===== src/rtl/core/hqs_pkg.sv =====
// package: shared constants, codes and types of the hybrid quicksort engine
`timescale 1ns / 1ps
`default_nettype none
package hqs_pkg;

    localparam int DEPTH_DEF       = 4096;
    localparam int QUEUE_DEPTH_DEF = 2048;
    localparam int DATA_W          = 32;
    localparam int CUTOFF_W        = 13;
    localparam int OP_W            = 2;
    localparam int STATUS_W        = 2;
    localparam logic [CUTOFF_W-1:0] CUTOFF_RST = 13'd1024;

    typedef enum logic [OP_W-1:0] {
        OP_APPEND = 2'd0,
        OP_SORT   = 2'd1,
        OP_READ   = 2'd2,
        OP_CLEAR  = 2'd3
    } op_t;

    typedef enum logic [STATUS_W-1:0] {
        ST_OK    = 2'd0,
        ST_FULL  = 2'd1,
        ST_RANGE = 2'd2
    } status_t;

    typedef enum logic [26:0] {
        S_IDLE       = 27'd1 << 0,
        S_RD_WAIT    = 27'd1 << 1,
        S_START      = 27'd1 << 2,
        S_SEG        = 27'd1 << 3,
        S_INS_INIT   = 27'd1 << 4,
        S_INS_OUTER  = 27'd1 << 5,
        S_INS_V      = 27'd1 << 6,
        S_INS_CHK    = 27'd1 << 7,
        S_INS_CMP    = 27'd1 << 8,
        S_INS_PUT    = 27'd1 << 9,
        S_PI_INIT    = 27'd1 << 10,
        S_PI_PIV     = 27'd1 << 11,
        S_SCAN_I     = 27'd1 << 12,
        S_SCAN_I_CMP = 27'd1 << 13,
        S_SCAN_J     = 27'd1 << 14,
        S_SCAN_J_CMP = 27'd1 << 15,
        S_SWAP       = 27'd1 << 16,
        S_SWAP2      = 27'd1 << 17,
        S_SCAN_END   = 27'd1 << 18,
        S_PEND_CMP   = 27'd1 << 19,
        S_PREAD      = 27'd1 << 20,
        S_PSWAP      = 27'd1 << 21,
        S_PSWAP2     = 27'd1 << 22,
        S_SPLIT      = 27'd1 << 23,
        S_POP        = 27'd1 << 24,
        S_POP_W      = 27'd1 << 25,
        S_DONE       = 27'd1 << 26
    } step_t;

    typedef struct packed {
        step_t step;
        logic  accept;
    } cmd_t;

    typedef struct packed {
        logic count_lt2;
        logic seg_live;
        logic seg_small;
        logic ins_done;
        logic ins_more;
        logic ins_shift;
        logic i_lt_j;
        logic rd_lt_pk;
        logic rd_gt_pk;
        logic rd_ge_pk;
        logic left;
        logic right;
        logic q_full;
        logic q_empty;
        logic ret_seg;
    } flags_t;

endpackage
`default_nettype wire


===== src/rtl/core/hqs_ctrl.sv =====
// controller: operation sequencer and handshake control
`timescale 1ns / 1ps
`default_nettype none
module hqs_ctrl (
    input  logic                     clk,
    input  logic                     rst_n,
    input  logic                     req_valid,
    output logic                     req_ready,
    input  logic [hqs_pkg::OP_W-1:0] operation,
    output logic                     rsp_valid,
    input  logic                     rsp_ready,
    input  hqs_pkg::flags_t          flags,
    output hqs_pkg::cmd_t            cmd
);
    import hqs_pkg::*;

    step_t state_reg, state_next;
    logic  rsp_valid_reg, rsp_valid_next;
    logic  accept, load;
    op_t   op;

    assign op        = op_t'(operation);
    assign req_ready = (state_reg == S_IDLE) && (!rsp_valid_reg || rsp_ready);
    assign accept    = req_valid && req_ready;
    assign load      = (accept && (op == OP_APPEND || op == OP_CLEAR))
                       || state_reg == S_RD_WAIT || state_reg == S_DONE;

    always_comb
    begin
        state_next = state_reg;
        case (state_reg)
            S_IDLE:
            begin
                if (accept && op == OP_READ)
                begin
                    state_next = S_RD_WAIT;
                end
                else if (accept && op == OP_SORT)
                begin
                    state_next = S_START;
                end
            end
            S_RD_WAIT:    state_next = S_IDLE;
            S_START:      state_next = flags.count_lt2 ? S_DONE : S_SEG;
            S_SEG:
            begin
                if (!flags.seg_live)
                begin
                    state_next = S_POP;
                end
                else if (flags.seg_small)
                begin
                    state_next = S_INS_INIT;
                end
                else
                begin
                    state_next = S_PI_INIT;
                end
            end
            S_INS_INIT:   state_next = S_INS_OUTER;
            S_INS_OUTER:
            begin
                if (flags.ins_done)
                begin
                    state_next = flags.ret_seg ? S_SEG : S_POP;
                end
                else
                begin
                    state_next = S_INS_V;
                end
            end
            S_INS_V:      state_next = S_INS_CHK;
            S_INS_CHK:    state_next = flags.ins_more ? S_INS_CMP : S_INS_PUT;
            S_INS_CMP:    state_next = flags.ins_shift ? S_INS_CHK : S_INS_PUT;
            S_INS_PUT:    state_next = S_INS_OUTER;
            S_PI_INIT:    state_next = S_PI_PIV;
            S_PI_PIV:     state_next = S_SCAN_I;
            S_SCAN_I:     state_next = flags.i_lt_j ? S_SCAN_I_CMP : S_SCAN_END;
            S_SCAN_I_CMP: state_next = flags.rd_lt_pk ? S_SCAN_I : S_SCAN_J;
            S_SCAN_J:     state_next = flags.i_lt_j ? S_SCAN_J_CMP : S_SCAN_END;
            S_SCAN_J_CMP: state_next = flags.rd_gt_pk ? S_SCAN_J : S_SWAP;
            S_SWAP:       state_next = S_SWAP2;
            S_SWAP2:      state_next = S_SCAN_I;
            S_SCAN_END:   state_next = S_PEND_CMP;
            S_PEND_CMP:   state_next = flags.rd_ge_pk ? S_PSWAP : S_PREAD;
            S_PREAD:      state_next = S_PSWAP;
            S_PSWAP:      state_next = S_PSWAP2;
            S_PSWAP2:     state_next = S_SPLIT;
            S_SPLIT:
            begin
                if (flags.left && flags.right)
                begin
                    state_next = flags.q_full ? S_INS_INIT : S_SEG;
                end
                else if (flags.left || flags.right)
                begin
                    state_next = S_SEG;
                end
                else
                begin
                    state_next = S_POP;
                end
            end
            S_POP:        state_next = flags.q_empty ? S_DONE : S_POP_W;
            S_POP_W:      state_next = S_SEG;
            S_DONE:       state_next = S_IDLE;
            default:      state_next = S_IDLE;
        endcase
    end

    always_comb
    begin
        rsp_valid_next = rsp_valid_reg;
        if (load)
        begin
            rsp_valid_next = 1'b1;
        end
        else if (rsp_ready)
        begin
            rsp_valid_next = 1'b0;
        end
    end

    always_ff @(posedge clk or negedge rst_n)
    begin
        if (!rst_n)
        begin
            state_reg     <= S_IDLE;
            rsp_valid_reg <= 1'b0;
        end
        else
        begin
            state_reg     <= state_next;
            rsp_valid_reg <= rsp_valid_next;
        end
    end

    assign rsp_valid  = rsp_valid_reg;
    assign cmd.step   = state_reg;
    assign cmd.accept = accept;

`ifndef NO_ASSERTIONS
    a_no_overrun: assert property (@(posedge clk) disable iff (!rst_n)
        load |-> (!rsp_valid_reg || rsp_ready))
        else $error("result loaded over an untaken beat");
    a_sort_holds: assert property (@(posedge clk) disable iff (!rst_n)
        (accept && op == OP_SORT) |=> !req_ready)
        else $error("request taken during sort");
    a_busy_no_rsp: assert property (@(posedge clk) disable iff (!rst_n)
        (state_reg != S_IDLE && state_reg != S_RD_WAIT && state_reg != S_DONE
         && !$past(load)) |-> !load)
        else $error("result produced mid sort");
`endif
endmodule
`default_nettype wire

===== config.mk =====
export PLATFORM = sky130hd
export DESIGN_NAME = hqs_ctrl
export DESIGN_NICKNAME = d
export VERILOG_FILES = /design/src/rtl/core/hqs_pkg.sv /design/src/rtl/core/hqs_ctrl.sv
export SDC_FILE = /design/constraint.sdc
export NUM_CORES = 1
export LEC_CHECK = 0
export BUFFER_PORTS_ARGS = -buffer_cell sky130_fd_sc_hd__buf_2
export CORE_MARGIN = 2
export CORE_UTILIZATION = 36
export CTS_CLUSTER_DIAMETER = 80
export CTS_CLUSTER_SIZE = 8
export DETAILED_ROUTE_END_ITERATION = 8
export SKIP_LAST_GASP = 1
export SYNTH_ARGS = -nofsm -noshare
export SYNTH_HDL_FRONTEND = slang
export SYNTH_SLANG_ARGS = --single-unit

===== constraint.sdc =====
create_clock -name clk -period 7.6 [get_ports clk]
set_clock_uncertainty 0.15 [all_clocks]
set_input_delay 0.38 -clock clk [delete_from_list [all_inputs] [get_ports clk]]
set_output_delay 0.38 -clock clk [all_outputs]
set_load 0.02 [all_outputs]

Word level (Yosys, flattened, before mapping)
Index checks and enable logic that the tools add are counted.
{"block": "classes", "eq_ne": 31, "n_mux": 21, "n_reduce_logical": 16}
{"cell": "$pmux 27 s23", "count": 1}
{"cell": "$mux 25", "count": 5}
{"cell": "$mux 27", "count": 4}
{"cell": "$mux 19", "count": 2}
{"cell": "$eq 27x1->1 const B", "count": 1}
{"cell": "$eq 27x10->1 const B", "count": 1}
{"cell": "$eq 27x11->1 const B", "count": 1}
{"cell": "$eq 27x12->1 const B", "count": 1}
{"cell": "$eq 27x13->1 const B", "count": 1}
{"cell": "$eq 27x14->1 const B", "count": 1}
{"cell": "$eq 27x15->1 const B", "count": 1}
{"cell": "$eq 27x16->1 const B", "count": 1}
{"cell": "$eq 27x17->1 const B", "count": 1}
{"cell": "$eq 27x18->1 const B", "count": 1}
{"cell": "$eq 27x19->1 const B", "count": 1}
{"cell": "$eq 27x2->1 const B", "count": 1}
{"cell": "$eq 27x20->1 const B", "count": 1}
{"cell": "$eq 27x21->1 const B", "count": 1}
{"cell": "$eq 27x22->1 const B", "count": 1}
{"cell": "$eq 27x23->1 const B", "count": 1}
{"cell": "$eq 27x24->1 const B", "count": 1}
{"cell": "$eq 27x25->1 const B", "count": 1}
{"cell": "$eq 27x26->1 const B", "count": 1}
{"cell": "$eq 27x27->1 const B", "count": 1}
{"cell": "23 further kinds", "count": 36}
{"block": "totals", "register_bits": 28, "input_bits": 21, "output_inout_bits": 30, "wordCells": 70}

Logic depth before layout (Yosys ltp)
{"block": "depth", "ltp_word": 8, "depth_mapped": 7, "ltp_nobuf": 5}

Least setup slack after synthesis
No wires, ideal clock.
{"block": "synth_path", "path_type": "register to output", "start": "register state_reg[12]", "end": "output port req_ready", "arrival_ps": 2046, "slack_ps": 5024, "stages_incl_launch_ff": 6, "path_cell_list": "dfrtp_1 -> buf_2 -> or4_1 -> nor3_4 -> nand3_1 -> nor2b_1"}
{"block": "synth_via", "elab_chain_cells": 2}
{"item": "start: declaration", "line_no": "hqs_ctrl.sv:17", "text": "step_t state_reg, state_next;"}
{"item": "start signal: assignment", "line_no": "hqs_ctrl.sv:133", "text": "state_reg <= state_next;"}
{"item": "$eq 27x1->1", "line_no": "hqs_ctrl.sv:23", "text": "assign req_ready = (state_reg == S_IDLE) && (!rsp_valid_reg || rsp_ready);"}
{"item": "$logic_and 1x1->1", "line_no": "hqs_ctrl.sv:23"}
{"item": "end: declaration", "line_no": "hqs_ctrl.sv:8", "text": "output logic req_ready,"}
Every way passes these cells.

==> out/qor.yml <==
synth:
  synthCells: 192
  syn-num-nets: 215
  ys_seq_area_share_pct: 39.40
  ys_async_sr_fraction_pct: 100.0
  synth_seq_cells: 28
  yosysWarnings: 0
  yosysUniqueCellTypes: 51
  syn_avg_cell_area_sq_um: 9.280
  yosys_most_used_dff: "dfrtp_1"
  synth_edf_count: 0
  synth_area_sq_mm: 0.001782
power:
  pwr_density_cell_mw_per_mm2: 188.9
  ir_drop_v: 0.00008132
  p_total_uw: 403.5
  p_leak_nw: 1.050
routing:
  first_iter_violations: 90
  routed_wl_um: 4376
  firstDrtPassIters: 4
  wire_per_inst_um: 14.25
  ant_nets: 0
  via_count: 1644
  drc: 0
  vias_per_cell: 5.355
final_layout:
  layout-drive-gt1-share_pct: 28.33
  final_cell_mix: "buf_2 (50), dfrtp_1 (27), nor2_1 (12), nand2_1 (12)"
  largest_reg_flops: 27
  finalNetCount: 264
  final_common_cell: "buf_2"
  syn_to_final_growth_pct: 19.87
  n_fill_cell: 501
  antenna_cells: 0
hold_path:
  holdPathEnd: "state_reg[25]$_DFFE_PN0P_"
  hold_depth: 2
  min-delay-start: "flags[1]"
  min_path_type: "in2reg"
timing:
  setup_viol: 0
  period_needed_ns: 3.059
  drv_slew: 0
  slew_headroom_pct: 52.47
  fin_crit_sh_pct: 40.25
  rsz0062_at_grt: "false"
  hold_viol: 0
  tns_ns: 0
  clock.fmax_ghz: 0.3269
  worst_pin_slew_ns: 0.7064
clocking:
  clock-root-buffer: "clkbuf_8"
  cts_buffers: 3
  clk_pin_slew_ns: 0.09
  clkLatencyLatePin_ns: 0.27
  cts_hold_buffers: 1
  cts.path.max_buffers: 2
  cts_resized: 0
  cts_tree: "yes"
  postCtsSetupRepairBufs: 0
  htree_num_levels: 1
  cts.sinks: 28
critical_path:
  path_max_fanout: 9
  critical_path.reg2reg.startpoint: "state_reg[21]$_DFFE_PN0P_"
  r2r_end: "state_reg[20]$_DFFE_PN0P_"
  r2r_cells: 5
  required_ns: 7.07
  r2r_slack_ns: 4.87
  critPathMaxStageDelay_ns: 0.69
  cp-start-kind: "flip-flop"
  criticalPathCategory: "reg2out"
  path_cells: "or4_1 -> nor3_4 -> nand3_1 -> nor2b_1 -> buf_2"
  crit_path_end_kind: "primary output"
  cp.arrival_ns: 2.53
  cp_slowest_cell: "or4_1"
die:
  core_region_area_sq_mm: 0.004755
  die_height_um: 74.35
  fp.dieArea_sq_mm: 0.005528
  rows: 25
  boundaryPins: 51
  die_x_um: 74.35
  start_util_pct: 37.47
grt:
  grt_pass1_wl_um: 6851
  grt_usage_pct: 16.36
  overflow: 0
  grt_max_degree: 29
  first_global_vias: 1460
  antenna_found_initial: 0
place:
  io_buffers: 50
  gp_congestion: 0.7686
  hpwlAfterDp_um: 3397
job:
  max_cap_viol_count: 0
outcome:
  status: "finished clean"
[routing by layer]
metal  GRT usage [%]  part of all wire (%)
met3           2.168                   3.9
met4           5.952                   1.7
met5               0                     0
met1           24.30                    49
met2           24.40                    45
[kinds of logic (layout without fill, tap and decap cells)]
logic type,count (synthesis),in the layout,synth area share [%]
buf+inv,18,66,4.284
compound gates,31,31,12.71
simple gates,106,106,38.76
xor+xnor,7,7,3.441
fa+ha+maj,2,2,1.404
flops,28,28,39.40
[report_power, final]
part	leakage, nW	internal, mW	switching [mW]
Sequential	0.386	0.159	0.0104
Combinational	0.641	0.0573	0.0929
Clock	0.0228	0.0376	0.0467
[cell usage after synthesis (2+ instances only)]
library cell	instances	area [sq um]
a2111oi_0	2	17.52
a211oi_1	3	22.52
and2_1	2	12.51
and3_1	4	25.02
buf_2	4	20.02
clkbuf_1	2	7.510
dfrtp_1	27	675.7
ha_1	2	25.02
inv_1	11	41.29
nand2_1	12	45.04
nand2b_1	8	50.05
nand3_1	7	35.03
nand3b_1	2	15.01
nand4_1	4	25.02
nand4b_1	2	17.52
nor2_1	12	45.04
nor2b_1	5	31.28
nor3_1	6	30.03
nor3_4	2	32.53
nor3b_1	3	22.52
nor4_1	11	68.82
nor4b_1	3	26.28
o211ai_1	3	22.52
o21a_1	2	15.01
o21ai_0	8	40.04
o22ai_1	2	12.51
o32ai_1	2	17.52
o41ai_1	2	17.52
or3_1	4	25.02
or4_1	7	52.55
or4_2	2	17.52
or4_4	2	22.52
xnor2_1	2	17.52
xor2_1	5	43.79
[per-stage QoR]
stage / utilization, % / setup WS (ns) / hold WS [ns] / instances / instance area (sq um)
after floorplan: - / 5.024 / -0.06559 / 192 / 1782
after global placement: 43.76 / 4.920 / 0.2873 / 302 / 2081
after detailed placement: 43.76 / 4.872 / 0.2898 / 302 / 2081
after CTS: 44.92 / 4.562 / 0.1038 / 307 / 2136
after global routing: 44.92 / 4.406 / 0.09894 / 307 / 2136
final: 44.92 / 4.541 / 0.1046 / 307 / 2136
[worst max-delay path by stage]
| stage | from | cells past startpoint | endpoint | slack, ns |
|---|---|---|---|---|
| 2_1_floorplan | state_reg[12]$_DFFE_PN0P_ | 5 | req_ready | 5.02 |
| 3_3_place_gp | state_reg[21]$_DFFE_PN0P_ | 5 | cmd[0] | 4.92 |
| 3_5_place_dp | state_reg[20]$_DFFE_PN0P_ | 5 | cmd[0] | 4.87 |
| 4_1_cts | state_reg[21]$_DFFE_PN0P_ | 5 | cmd[0] | 4.56 |
| 5_1_grt | state_reg[21]$_DFFE_PN0P_ | 5 | cmd[0] | 4.41 |
| 6_report | state_reg[21]$_DFFE_PN0P_ | 5 | cmd[0] | 4.54 |
[cell type report]
class / count / area (sq um) / share of cell area (%)
Multi-Input combinational cell: 146 / 1003 / 46.98
Sequential cell: 28 / 701.9 / 32.86
Timing Repair Buffer: 51 / 260.3 / 12.19
Tap cell: 67 / 83.83 / 3.925
Clock buffer: 4 / 45.04 / 2.109
Inverter: 11 / 41.29 / 1.933
[worst max-delay path, delay by kind of cell, from the launching register on]
| kind | cells | cell delay (ns) |
|---|---|---|
| and+or+nand+nor | 4 | 1.63 |
| buffers and inverters | 1 | 0.20 |
| DFF | 1 | 0.42 |
(Power assumes the default switching activity.)
